[src/sv/rdq_pkg.sv]
// Shared types, constants and control store for the run duration quantizer.
`default_nettype none
package rdq_pkg;

    localparam int DUR_W     = 32;
    localparam int INC_W     = 16;
    localparam int DIV_W     = DUR_W + 1;
    localparam int CNT_W     = $clog2(DIV_W + 1);
    localparam int STEP_W    = 5;
    localparam int CFG_IDX_W = 2;

    // Register reset values
    localparam logic [DUR_W-1:0] MIN_RESET = 32'd100;
    localparam logic [DUR_W-1:0] MAX_RESET = 32'd10000000;
    localparam logic [INC_W-1:0] INC_RESET = 16'd100;
    localparam logic [INC_W-1:0] SA_RESET  = 16'd1000;

    // Register indexes
    localparam logic [CFG_IDX_W-1:0] CFG_MIN = 2'd0;
    localparam logic [CFG_IDX_W-1:0] CFG_MAX = 2'd1;
    localparam logic [CFG_IDX_W-1:0] CFG_INC = 2'd2;
    localparam logic [CFG_IDX_W-1:0] CFG_SA  = 2'd3;

    typedef enum logic [1:0] {
        ST_OK,
        ST_RANGE,
        ST_MULT,
        ST_NOFIT
    } status_t;

    typedef enum logic [3:0] {
        C_NEVER,
        C_ALWAYS,
        C_NOT_START,
        C_OUT_RANGE,
        C_INC_ZERO,
        C_DIV_BUSY,
        C_REM_NZ,
        C_SA_ZERO,
        C_P_GT_HI,
        C_REM_ZERO
    } cond_t;

    typedef enum logic [3:0] {
        OP_NONE,
        OP_DIV_DUR,
        OP_LOAD_N,
        OP_DIV_LO,
        OP_LOAD_LO,
        OP_DIV_HI,
        OP_LOAD_HI,
        OP_DIV_P,
        OP_INC_P,
        OP_FOUND,
        OP_EMIT
    } op_t;

    typedef logic [STEP_W-1:0] step_t;

    // Program addresses
    localparam step_t S_IDLE  = 5'd0;
    localparam step_t S_RANGE = 5'd1;
    localparam step_t S_INCZ  = 5'd2;
    localparam step_t S_DDUR  = 5'd3;
    localparam step_t S_WDUR  = 5'd4;
    localparam step_t S_MULT  = 5'd5;
    localparam step_t S_DLO   = 5'd6;
    localparam step_t S_WLO   = 5'd7;
    localparam step_t S_LLO   = 5'd8;
    localparam step_t S_DHI   = 5'd9;
    localparam step_t S_WHI   = 5'd10;
    localparam step_t S_LHI   = 5'd11;
    localparam step_t S_LOOP  = 5'd12;
    localparam step_t S_DP    = 5'd13;
    localparam step_t S_WP    = 5'd14;
    localparam step_t S_TEST  = 5'd15;
    localparam step_t S_NEXT  = 5'd16;
    localparam step_t S_FOUND = 5'd17;
    localparam step_t S_DONE  = 5'd18;

    // One control word: jump to target when cond holds, else fall through
    typedef struct packed {
        cond_t   cond;
        op_t     op;
        logic    set_st;
        status_t st;
        step_t   target;
    } ucode_t;

    // Sequencer to datapath
    typedef struct packed {
        op_t     op;
        logic    status_we;
        status_t status;
        logic    accept;
    } ctl_t;

    // Datapath to sequencer
    typedef struct packed {
        logic out_range;
        logic inc_zero;
        logic sa_zero;
        logic div_busy;
        logic rem_zero;
        logic p_gt_hi;
    } flags_t;

    function automatic ucode_t ucode_rom(input step_t step);
        ucode_t word;
        unique case (step)
            S_IDLE:  word = '{C_NOT_START, OP_NONE,    1'b0, ST_OK,    S_IDLE};
            S_RANGE: word = '{C_OUT_RANGE, OP_NONE,    1'b1, ST_RANGE, S_DONE};
            S_INCZ:  word = '{C_INC_ZERO,  OP_NONE,    1'b1, ST_MULT,  S_DONE};
            S_DDUR:  word = '{C_NEVER,     OP_DIV_DUR, 1'b0, ST_OK,    S_IDLE};
            S_WDUR:  word = '{C_DIV_BUSY,  OP_NONE,    1'b0, ST_OK,    S_WDUR};
            S_MULT:  word = '{C_REM_NZ,    OP_LOAD_N,  1'b1, ST_MULT,  S_DONE};
            S_DLO:   word = '{C_SA_ZERO,   OP_DIV_LO,  1'b1, ST_NOFIT, S_DONE};
            S_WLO:   word = '{C_DIV_BUSY,  OP_NONE,    1'b0, ST_OK,    S_WLO};
            S_LLO:   word = '{C_NEVER,     OP_LOAD_LO, 1'b0, ST_OK,    S_IDLE};
            S_DHI:   word = '{C_NEVER,     OP_DIV_HI,  1'b0, ST_OK,    S_IDLE};
            S_WHI:   word = '{C_DIV_BUSY,  OP_NONE,    1'b0, ST_OK,    S_WHI};
            S_LHI:   word = '{C_NEVER,     OP_LOAD_HI, 1'b0, ST_OK,    S_IDLE};
            S_LOOP:  word = '{C_P_GT_HI,   OP_NONE,    1'b1, ST_NOFIT, S_DONE};
            S_DP:    word = '{C_NEVER,     OP_DIV_P,   1'b0, ST_OK,    S_IDLE};
            S_WP:    word = '{C_DIV_BUSY,  OP_NONE,    1'b0, ST_OK,    S_WP};
            S_TEST:  word = '{C_REM_ZERO,  OP_NONE,    1'b0, ST_OK,    S_FOUND};
            S_NEXT:  word = '{C_ALWAYS,    OP_INC_P,   1'b0, ST_OK,    S_LOOP};
            S_FOUND: word = '{C_ALWAYS,    OP_FOUND,   1'b1, ST_OK,    S_DONE};
            S_DONE:  word = '{C_ALWAYS,    OP_EMIT,    1'b0, ST_OK,    S_IDLE};
            default: word = '{C_ALWAYS,    OP_NONE,    1'b0, ST_OK,    S_IDLE};
        endcase
        return word;
    endfunction

endpackage
`default_nettype wire

[src/sv/run_duration_quantizer_core.sv]
// done follows accept once a candidate fits or none is left; rejects end before the search.
// Each candidate costs a 33-bit divide of N by the period, a remainder test and a step
// to the next period; the worst case is 65535 candidates.
// One item at a time: busy drops in the cycle of the done strobe, which cannot be stalled.
// Reset (async, active low) restores the default configuration and idles.
`default_nettype none
module run_duration_quantizer_core (
    input  wire logic                          clk,
    input  wire logic                          rst_n,
    input  wire logic                          start,
    output logic                               busy,
    input  wire logic [rdq_pkg::DUR_W-1:0]     duration_us,
    output logic                               done,
    output logic [1:0]                         status,
    output logic [rdq_pkg::INC_W-1:0]          period_steps,
    output logic [rdq_pkg::INC_W-1:0]          samples_used,
    input  wire logic                          cfg_valid,
    output logic                               cfg_ready,
    input  wire logic [rdq_pkg::CFG_IDX_W-1:0] cfg_index,
    input  wire logic [rdq_pkg::DUR_W-1:0]     cfg_data
);
    import rdq_pkg::*;

    ctl_t   ctl;
    flags_t flags;
    logic   cfg_we;

    // Configuration is written only while idle and no item is offered
    assign cfg_ready = !busy && !start;
    assign cfg_we    = cfg_valid && cfg_ready;

    rdq_sequencer u_seq (
        .clk   (clk),
        .rst_n (rst_n),
        .start (start),
        .flags (flags),
        .ctl   (ctl),
        .busy  (busy)
    );

    rdq_datapath u_dp (
        .clk          (clk),
        .rst_n        (rst_n),
        .ctl          (ctl),
        .cfg_valid    (cfg_we),
        .cfg_index    (cfg_index),
        .cfg_data     (cfg_data),
        .duration_us  (duration_us),
        .flags        (flags),
        .done         (done),
        .status       (status),
        .period_steps (period_steps),
        .samples_used (samples_used)
    );

    // A result only follows a running item
    a_done_after_busy: assert property (@(posedge clk) disable iff (!rst_n)
        done |-> $past(busy))
        else $error("done without a running item");

    // A successful split has a nonzero period and sample count
    a_ok_fields: assert property (@(posedge clk) disable iff (!rst_n)
        (done && status == ST_OK) |-> (period_steps != '0 && samples_used != '0))
        else $error("ok result with zero fields");

    // A flagged result carries zero fields
    a_fail_fields: assert property (@(posedge clk) disable iff (!rst_n)
        (done && status != ST_OK) |-> (period_steps == '0 && samples_used == '0))
        else $error("flagged result with nonzero fields");

endmodule
`default_nettype wire

[src/sv/rdq_divider.sv]
// Restoring divider, one quotient bit per cycle, shared by all divisions.
`default_nettype none
module rdq_divider (
    input  wire logic                       clk,
    input  wire logic                       rst_n,
    input  wire logic                       start,
    input  wire logic [rdq_pkg::DIV_W-1:0]  dividend,
    input  wire logic [rdq_pkg::INC_W-1:0]  divisor,
    output logic                            busy,
    output logic [rdq_pkg::DIV_W-1:0]       quotient,
    output logic [rdq_pkg::INC_W-1:0]       remainder
);
    import rdq_pkg::*;

    logic [CNT_W-1:0] cnt_reg, cnt_next;
    logic [DIV_W-1:0] quo_reg, quo_next;
    logic [INC_W-1:0] rem_reg, rem_next;
    logic [INC_W-1:0] dvs_reg, dvs_next;
    logic [INC_W:0]   trial;
    logic [INC_W:0]   diff;
    logic             ge;

    // Shift in the next dividend bit and try to subtract
    always_comb
    begin
        trial    = {rem_reg, quo_reg[DIV_W-1]};
        diff     = trial - {1'b0, dvs_reg};
        ge       = trial >= {1'b0, dvs_reg};
        cnt_next = cnt_reg;
        quo_next = quo_reg;
        rem_next = rem_reg;
        dvs_next = dvs_reg;
        if (start)
        begin
            cnt_next = CNT_W'(DIV_W);
            quo_next = dividend;
            rem_next = '0;
            dvs_next = divisor;
        end
        else if (cnt_reg != '0)
        begin
            cnt_next = cnt_reg - 1'b1;
            quo_next = {quo_reg[DIV_W-2:0], ge};
            rem_next = ge ? diff[INC_W-1:0] : trial[INC_W-1:0];
        end
    end

    // Hold the bit counter
    always_ff @(posedge clk or negedge rst_n)
    begin
        if (!rst_n)
        begin
            cnt_reg <= '0;
        end
        else
        begin
            cnt_reg <= cnt_next;
        end
    end

    // Advance the working registers
    always_ff @(posedge clk)
    begin
        quo_reg <= quo_next;
        rem_reg <= rem_next;
        dvs_reg <= dvs_next;
    end

    assign busy      = cnt_reg != '0;
    assign quotient  = quo_reg;
    assign remainder = rem_reg;

endmodule
`default_nettype wire

[src/sv/rdq_sequencer.sv]
// Step counter and control store that drive the datapath.
`default_nettype none
module rdq_sequencer (
    input  wire logic            clk,
    input  wire logic            rst_n,
    input  wire logic            start,
    input  wire rdq_pkg::flags_t flags,
    output rdq_pkg::ctl_t        ctl,
    output logic                 busy
);
    import rdq_pkg::*;

    step_t  step_reg, step_next;
    ucode_t word;
    logic   cond_true;

    // Fetch the control word and evaluate its jump condition
    always_comb
    begin
        word = ucode_rom(step_reg);
        unique case (word.cond)
            C_NEVER:     cond_true = 1'b0;
            C_ALWAYS:    cond_true = 1'b1;
            C_NOT_START: cond_true = !start;
            C_OUT_RANGE: cond_true = flags.out_range;
            C_INC_ZERO:  cond_true = flags.inc_zero;
            C_DIV_BUSY:  cond_true = flags.div_busy;
            C_REM_NZ:    cond_true = !flags.rem_zero;
            C_SA_ZERO:   cond_true = flags.sa_zero;
            C_P_GT_HI:   cond_true = flags.p_gt_hi;
            C_REM_ZERO:  cond_true = flags.rem_zero;
            default:     cond_true = 1'b1;
        endcase
    end

    // Jump or fall through
    always_comb
    begin
        step_next = cond_true ? word.target : step_t'(step_reg + 1'b1);
    end

    // Drive the datapath
    always_comb
    begin
        ctl.op        = word.op;
        ctl.status_we = word.set_st && cond_true;
        ctl.status    = word.st;
        ctl.accept    = (step_reg == S_IDLE) && start;
        busy          = step_reg != S_IDLE;
    end

    always_ff @(posedge clk or negedge rst_n)
    begin
        if (!rst_n)
        begin
            step_reg <= S_IDLE;
        end
        else
        begin
            step_reg <= step_next;
        end
    end

endmodule
`default_nettype wire

[src/sv/rdq_datapath.sv]
// Configuration registers, operand registers, divider and result registers.
`default_nettype none
module rdq_datapath (
    input  wire logic                          clk,
    input  wire logic                          rst_n,
    input  wire rdq_pkg::ctl_t                 ctl,
    input  wire logic                          cfg_valid,
    input  wire logic [rdq_pkg::CFG_IDX_W-1:0] cfg_index,
    input  wire logic [rdq_pkg::DUR_W-1:0]     cfg_data,
    input  wire logic [rdq_pkg::DUR_W-1:0]     duration_us,
    output rdq_pkg::flags_t                    flags,
    output logic                               done,
    output logic [1:0]                         status,
    output logic [rdq_pkg::INC_W-1:0]          period_steps,
    output logic [rdq_pkg::INC_W-1:0]          samples_used
);
    import rdq_pkg::*;

    logic [DUR_W-1:0] min_reg, max_reg;
    logic [INC_W-1:0] inc_reg, sa_reg;
    logic [DUR_W-1:0] dur_reg, n_reg, p_reg;
    logic [INC_W-1:0] hi_reg, hi_next;
    logic [INC_W-1:0] period_reg, used_reg;
    status_t          status_reg;
    logic             done_reg;

    logic             div_start;
    logic [DIV_W-1:0] div_dividend;
    logic [INC_W-1:0] div_divisor;
    logic             div_busy;
    logic [DIV_W-1:0] div_quo;
    logic [INC_W-1:0] div_rem;
    logic [INC_W-1:0] hi_q, hi_n;

    rdq_divider u_div (
        .clk       (clk),
        .rst_n     (rst_n),
        .start     (div_start),
        .dividend  (div_dividend),
        .divisor   (div_divisor),
        .busy      (div_busy),
        .quotient  (div_quo),
        .remainder (div_rem)
    );

    // Select divider operands for the current step
    always_comb
    begin
        div_start    = 1'b0;
        div_dividend = {1'b0, n_reg};
        div_divisor  = inc_reg;
        unique case (ctl.op)
            OP_DIV_DUR:
            begin
                div_start    = 1'b1;
                div_dividend = {1'b0, dur_reg};
                div_divisor  = inc_reg;
            end
            OP_DIV_LO:
            begin
                div_start    = 1'b1;
                div_dividend = {1'b0, n_reg} + {{(DIV_W-INC_W){1'b0}}, sa_reg} - 1'b1;
                div_divisor  = sa_reg;
            end
            OP_DIV_HI:
            begin
                div_start    = 1'b1;
                div_dividend = {1'b0, max_reg};
                div_divisor  = inc_reg;
            end
            OP_DIV_P:
            begin
                div_start    = 1'b1;
                div_dividend = {1'b0, n_reg};
                div_divisor  = p_reg[INC_W-1:0];
            end
            default:
            begin
                div_start = 1'b0;
            end
        endcase
    end

    // Clamp the upper search bound to the quotient, N and the 16-bit limit
    always_comb
    begin
        hi_q    = (div_quo[DIV_W-1:INC_W] != '0) ? {INC_W{1'b1}} : div_quo[INC_W-1:0];
        hi_n    = (n_reg[DUR_W-1:INC_W] != '0) ? {INC_W{1'b1}} : n_reg[INC_W-1:0];
        hi_next = (hi_q < hi_n) ? hi_q : hi_n;
    end

    // Report conditions to the sequencer
    always_comb
    begin
        flags.out_range = (dur_reg < min_reg) || (dur_reg > max_reg);
        flags.inc_zero  = inc_reg == '0;
        flags.sa_zero   = sa_reg == '0;
        flags.div_busy  = div_busy;
        flags.rem_zero  = div_rem == '0;
        flags.p_gt_hi   = p_reg > {{(DUR_W-INC_W){1'b0}}, hi_reg};
    end

    // Take configuration writes
    always_ff @(posedge clk or negedge rst_n)
    begin
        if (!rst_n)
        begin
            min_reg <= MIN_RESET;
            max_reg <= MAX_RESET;
            inc_reg <= INC_RESET;
            sa_reg  <= SA_RESET;
        end
        else if (cfg_valid)
        begin
            unique case (cfg_index)
                CFG_MIN: min_reg <= cfg_data;
                CFG_MAX: max_reg <= cfg_data;
                CFG_INC: inc_reg <= cfg_data[INC_W-1:0];
                CFG_SA:  sa_reg  <= cfg_data[INC_W-1:0];
                default: ;
            endcase
        end
    end

    // Strobe the result for one cycle
    always_ff @(posedge clk or negedge rst_n)
    begin
        if (!rst_n)
        begin
            done_reg   <= 1'b0;
            status_reg <= ST_OK;
        end
        else
        begin
            done_reg <= ctl.op == OP_EMIT;
            if (ctl.status_we)
            begin
                status_reg <= ctl.status;
            end
        end
    end

    // Capture the item and update the operand registers
    always_ff @(posedge clk)
    begin
        if (ctl.accept)
        begin
            dur_reg    <= duration_us;
            period_reg <= '0;
            used_reg   <= '0;
        end
        unique case (ctl.op)
            OP_LOAD_N:  n_reg  <= div_quo[DUR_W-1:0];
            OP_LOAD_LO: p_reg  <= (div_quo == '0) ? DUR_W'(1) : div_quo[DUR_W-1:0];
            OP_LOAD_HI: hi_reg <= hi_next;
            OP_INC_P:   p_reg  <= p_reg + 1'b1;
            OP_FOUND:
            begin
                period_reg <= p_reg[INC_W-1:0];
                used_reg   <= div_quo[INC_W-1:0];
            end
            default: ;
        endcase
    end

    assign done         = done_reg;
    assign status       = status_reg;
    assign period_steps = period_reg;
    assign samples_used = used_reg;

endmodule
`default_nettype wire

[config.mk]
export PLATFORM = sky130hd
export DESIGN_NAME = run_duration_quantizer_core
export DESIGN_NICKNAME = d
export VERILOG_FILES = /design/src/sv/rdq_pkg.sv /design/src/sv/run_duration_quantizer_core.sv /design/src/sv/rdq_divider.sv /design/src/sv/rdq_sequencer.sv /design/src/sv/rdq_datapath.sv
export SDC_FILE = /design/constraint.sdc
export NUM_CORES = 1
export LEC_CHECK = 0
export ABC_AREA = 1
export BUFFER_PORTS_ARGS = -buffer_cell sky130_fd_sc_hd__buf_2
export CAP_MARGIN = 20
export CORE_UTILIZATION = 50
export DETAILED_ROUTE_END_ITERATION = 8
export PLACE_DENSITY = 0.67
export RECOVER_POWER = 25
export SYNTH_ARGS = -nofsm -noshare
export SYNTH_HDL_FRONTEND = slang
export SYNTH_SLANG_ARGS = --single-unit
[constraint.sdc]
create_clock -name clk -period 12.1 [get_ports clk]
set_input_delay 1.21 -clock clk [delete_from_list [all_inputs] [get_ports clk]]
set_output_delay 1.21 -clock clk [all_outputs]
set_load 0.005 [all_outputs]
Yosys cells after proc, flatten, opt, wreduce, memory -nomap -nowiden
Memories as Yosys holds them, arrays and structs flattened.
Cells that the tools add are included.
- equality and inequality tests: 21
- $lt $le $gt $ge: 5
- reductions and logical operators: 27
- $add $sub $neg: 6
- multiplexer cells: 18
- operator list (kind ; number):
    $mux W16 ; 7
    $pmux W33 S3 ; 1
    $mux W33 ; 2
    $pmux W32 S2 ; 1
    $logic_not A16 Y1 ; 3
    $add A32 B16 Y33 ; 1
    $logic_not A33 Y1 ; 1
    $sub A33 B1 Y33 const B ; 1
    $add A32 B1 Y32 const B ; 1
    $eq A4 B3 Y1 const B ; 8
    $gt A32 B16 Y1 ; 1
    $gt A32 B32 Y1 ; 1
    $lt A32 B32 Y1 ; 1
    $mux W32 ; 1
    $pmux W16 S2 ; 1
    $eq A4 B4 Y1 const B ; 5
    $ge A17 B16 Y1 ; 1
    $reduce_bool A17 Y1 ; 1
    $eq A4 B2 Y1 const B ; 4
    $lt A16 B16 Y1 ; 1
    $reduce_bool A16 Y1 ; 1
    $sub A16 B16 Y16 ; 1
    $mux W6 ; 2
    $pmux W1 S9 ; 1
    other kinds (18) ; 29
- output and inout bits: 37
- input port bits: 70
- bits in registers: 319
- memories: 1
- ROM bits: 512
- memories (memory ; depth ; bits a word ; read ports ; clocked after memory_dff ; wr ports ; RTL line ; source):
    (name not given) ; 32 ; 16 ; 1 ; 0 ; 0 ; rdq_pkg.sv:110 ; unique case (step)

Longest topological paths before layout
- depth after elaboration: 5
- mapped depth: 20
- depth with buffers taken out: 20

By module
From an unflattened synthesis, not the netlist that was laid out.
- cells, all modules: 2532
- area total of the unflattened synthesis: 20592.2 µm²
- modules (own cells, without submodules) (module ; area each (µm²) ; cells an instance ; instances):
    rdq_datapath ; 15539.9 ; 1875 ; 1
    rdq_divider ; 4078.9 ; 514 ; 1
    rdq_sequencer ; 945.9 ; 137 ; 1
    run_duration_quantizer_core ; 27.5 ; 6 ; 1

Least setup slack after synthesis
No wires, ideal clock.
- kind: register -> register
- from: register u_seq.step_reg[1]
- to: register u_dp.n_reg[0] (enable)
- arrival: 3631 ps
- path slack: 8008 ps
- clock period less this slack: 4092 ps
- data required time: 11639 ps
- stages on the path, launching flop included: 10
- buffers on the path: 0
- cells stage by stage: dfrtp_1 > inv_1 > ha_1 > nand2_1 > o21ai_0 > nand2_2 > inv_1 > nor2_1 > inv_2 > nor3_1
- cells in the longest elaborated chain, start to end: 2
- RTL lines (element ; RTL line ; source):
    start: declaration ; rdq_sequencer.sv:13 ; step_t step_reg, step_next;
    start signal: assignment ; rdq_sequencer.sv:60 ; step_reg <= step_next;
    $mem_v2 Z32 W16 ; -- ;
    $eq A4 B2 Y1 ; rdq_datapath.sv:152 ; unique case (ctl.op)
    end signal: assignment ; rdq_datapath.sv:153 ; OP_LOAD_N: n_reg <= div_quo[DUR_W-1:0];
    end: declaration ; rdq_datapath.sv:21 ; logic [DUR_W-1:0] dur_reg, n_reg, p_reg;
Every way passes these cells.
A chain may end at the register's enable or synchronous reset.

==> impl_metrics.yaml <==
run_status:
  status: "finished, violations left"
  violations: "capacitance limit, slew limit"
floorplanning:
  row_count: 73
  die_y_um: 204
  num_io_pins: 107
  fp.dieArea_sq_um: 41700
  core_sq_um: 40000
  start_util: 0.510
  die_w_um: 204
global_route:
  grt.total_usage: 0.284
  antenna_found_initial: 4
  grt_first_pass_wirelength_mm: 91.4
  gr-total-overflow: 0
  grt_max_degree: 75
  grt_pass1_vias: 16900
timing:
  slew_violations: 113
  hold_violations: 0
  final.setup.tns_ns: 0
  fin_crit_sh: 0.493
  fin_skew_ns: 0.0263
  slew_headroom: -1.59
  setup_viol: 0
  fmax_mhz: 168
  rsz0062_at_grt: "no"
  finalCriticalPeriod_ns: 5.97
  worst_pin_slew_ns: 3.89
cts:
  path_clk_slew_ns: 0.07
  numCtsBuffers: 37
  clk_latency_ns: 0.57
  cts_tree: "built"
  post_cts_buffers: 0
  clock-sinks: 319
  post_cts_resized: 0
  htreeDepth: 2
  clock_path_buffers: 3
  root_buffer: "clkbuf_16"
  hold_buffers: 0
cells_and_area:
  final_nets: 2886
  largest_register_ffs: 33
  area_growth_pct: 10.6
  n_fill_cell: 3765
  fin_util: 0.565
  drive_gt1_frac: 0.0900
  multi_input_area_sq_um: 9810
  ff_latch_area_sq_um: 8890
  final_cells: 3193
setup_path:
  critical_path_class: "input port to async pin"
  end_kind: "async pin"
  critPathMostFrequentCell: "clkbuf_1"
  cp_max_fo: 74
  required_ns: 11.86
  crit_family: "buffers and inverters"
  cp_slowest_stage_delay_ns: 2.83
  cp-start-kind: "input port"
  path_buf_inv: 2
  worst_path_max_delay_cell: "clkbuf_1"
  cp_cell_sequence: "clkbuf_1 > clkbuf_1"
  worstPathArrival_ns: 5.73
placed_design:
  place.gp.congestion: 1.02
  dp_hpwl_mm: 45.1
  io_buffers: 106
  placed_cells: 3122
power:
  clkPwrFrac: 0.163
  power_density_nw_per_um2: 297
  power.switching_mw: 3.16
  ir_drop_uv: 137
  power_frac_seq: 0.317
  p_comb_frac: 0.520
  leakagePower_nw: 10.5
  p_int_mw: 3.55
  netSwitchingFraction: 0.471
drt:
  antenna_left: 0
  drt-initial-drc-count: 1484
  drc: 0
  avgViaCountPerCell: 5.51
  wl_per_cell_um: 18.2
  via_count: 17600
  drt_pass1_iterations: 7
  finalWirelength_mm: 58.3
yosys:
  synth-seq-cells: 319
  synth_most_common_cell: "nand2_1"
  syn_area_sq_um: 20400
  synth.avg_cell_area_sq_um: 8.02
  synth_compound_area_frac: 0.117
  yosysTopAreaCell: "edfxtp_1"
  synth-xor-area-share: 0.0150
  synth_mux_area_frac: 0
  synth_top_family_by_area: "simple AND/OR/NAND/NOR gates"
  synthCells: 2545
  synth-simple-area-share: 0.236
  synth_warnings: 0
  synthArstFlopShare: 0.345
  synth_edf_count: 193
  synth_top_flop_cell: "edfxtp_1"
  yosysUniqueCellTypes: 54
  synthTopCellsByCount: "647 x nand2_1, 360 x inv_1, 239 x nor2_1"
  netlist.area_leader.share: 0.284
  synth_fa_ha_area_frac: 0.110
  synth_area_leaders: "edfxtp_1 28%, nand2_1 12%, dfrtp_1 11%"
  synth_nets: 2793
  ys_seq_area_frac: 0.436
run:
  drv_cap: 2
hold_path:
  hp-class: "flip-flop to flip-flop"
[cell type report]
type	count	area share
clock inverter	20	0.00775
timing repair buffer	120	0.0292
multi-input combinational	1786	0.434
tap	525	0.0291
sequential	319	0.394
clock buffer	48	0.0437
antenna	1	0.000111
inverter	374	0.0624
[placed cells by master (no fill, tap or decap), types with 4 or more instances in the layout]
| cell | synthesis | routed |
|---|---|---|
| o21bai_1 | 4 | 4 |
| clkinv_1 | 0 | 8 |
| o22ai_1 | 17 | 17 |
| o211ai_1 | 7 | 7 |
| clkbuf_1 | 38 | 11 |
| xnor2_1 | 15 | 15 |
| buf_4 | 1 | 10 |
| a211oi_1 | 4 | 4 |
| nor3_1 | 36 | 33 |
| nand3_1 | 119 | 118 |
| nand4_1 | 40 | 40 |
| clkbuf_16 | 0 | 37 |
| nand2_1 | 647 | 646 |
| clkinv_2 | 0 | 4 |
| nor4_1 | 14 | 14 |
| xor2_1 | 20 | 20 |
| edfxtp_1 | 193 | 193 |
| inv_1 | 360 | 360 |
| dfstp_2 | 20 | 20 |
| a21o_1 | 6 | 6 |
| buf_2 | 18 | 105 |
| nor3_2 | 1 | 4 |
| nand2_2 | 4 | 5 |
| ha_1 | 176 | 176 |
| inv_2 | 12 | 12 |
| o21ai_0 | 178 | 178 |
| dfrtp_1 | 90 | 90 |
| o21a_1 | 10 | 10 |
| or2_2 | 8 | 8 |
| nor2_1 | 239 | 238 |
| o221ai_1 | 16 | 16 |
| nand3b_1 | 12 | 12 |
| dfxtp_1 | 16 | 16 |
| a21oi_1 | 124 | 124 |
| o21ai_1 | 59 | 59 |
[metrics by stage]
step	instance area [sq um]	setup WS [ns]	hold WS (ns)	power (mW)
2_1_floorplan	20400	8.01	0.426	4.53
3_3_place_gp	21400	8.51	0.432	5.50
3_5_place_dp	21400	8.40	0.443	5.56
4_1_cts	22600	8.38	0.455	6.68
5_1_grt	22600	4.95	0.475	7.25
6_report	22600	6.13	0.462	6.71
[per-layer routing]
metal / vias up / part of all wire / track usage
met1: 8255 / 0.45 / 0.396
met2: 607 / 0.46 / 0.452
met4: 4 / 0.030 / 0.101
met5: - / 0.00046 / 0
met3: 108 / 0.065 / 0.0367
li1: 8625 / - / -
[logic make-up (layout without fill, tap and decap cells)]
kind of cell               after synthesis  after routing
AOI/OAI and AO/OA                      436            436
buffers and inverters                  440            562
other                                    0              1
and+or+nand+nor                       1137           1137
adders and majority gates              178            178
xor gates and xnor gates                35             35
DFF                                    319            319
[worst paths after layout]
path	depth (start not counted)	to	start	slack [ns]
worst min-delay path	0	u_dp.n_reg[14]	u_dp.u_div.quotient[14]	0.46
worst max-delay path	2	u_dp.max_reg[5]	rst_n	6.13
worst max register to register	14	u_dp.u_div.remainder[15]	u_seq.step_reg[0]	8.23
worst min register to register	0	u_dp.n_reg[14]	u_dp.u_div.quotient[14]	0.46
min in group asynchronous	1	u_dp.min_reg[25]	rst_n	1.34
max in group clk	14	u_dp.u_div.remainder[15]	u_seq.step_reg[0]	8.23
[power groups by stage]
stage	Sequential [mW]	Combinational, mW	Clock, mW
floorplan	2.00	2.53	0
detailed placement	2.13	3.43	0
CTS	2.12	3.45	1.11
global placement	2.12	3.38	0
finish	2.13	3.49	1.09
global route	2.18	3.92	1.15
Note: power is estimated with default switching activity, not from simulation.
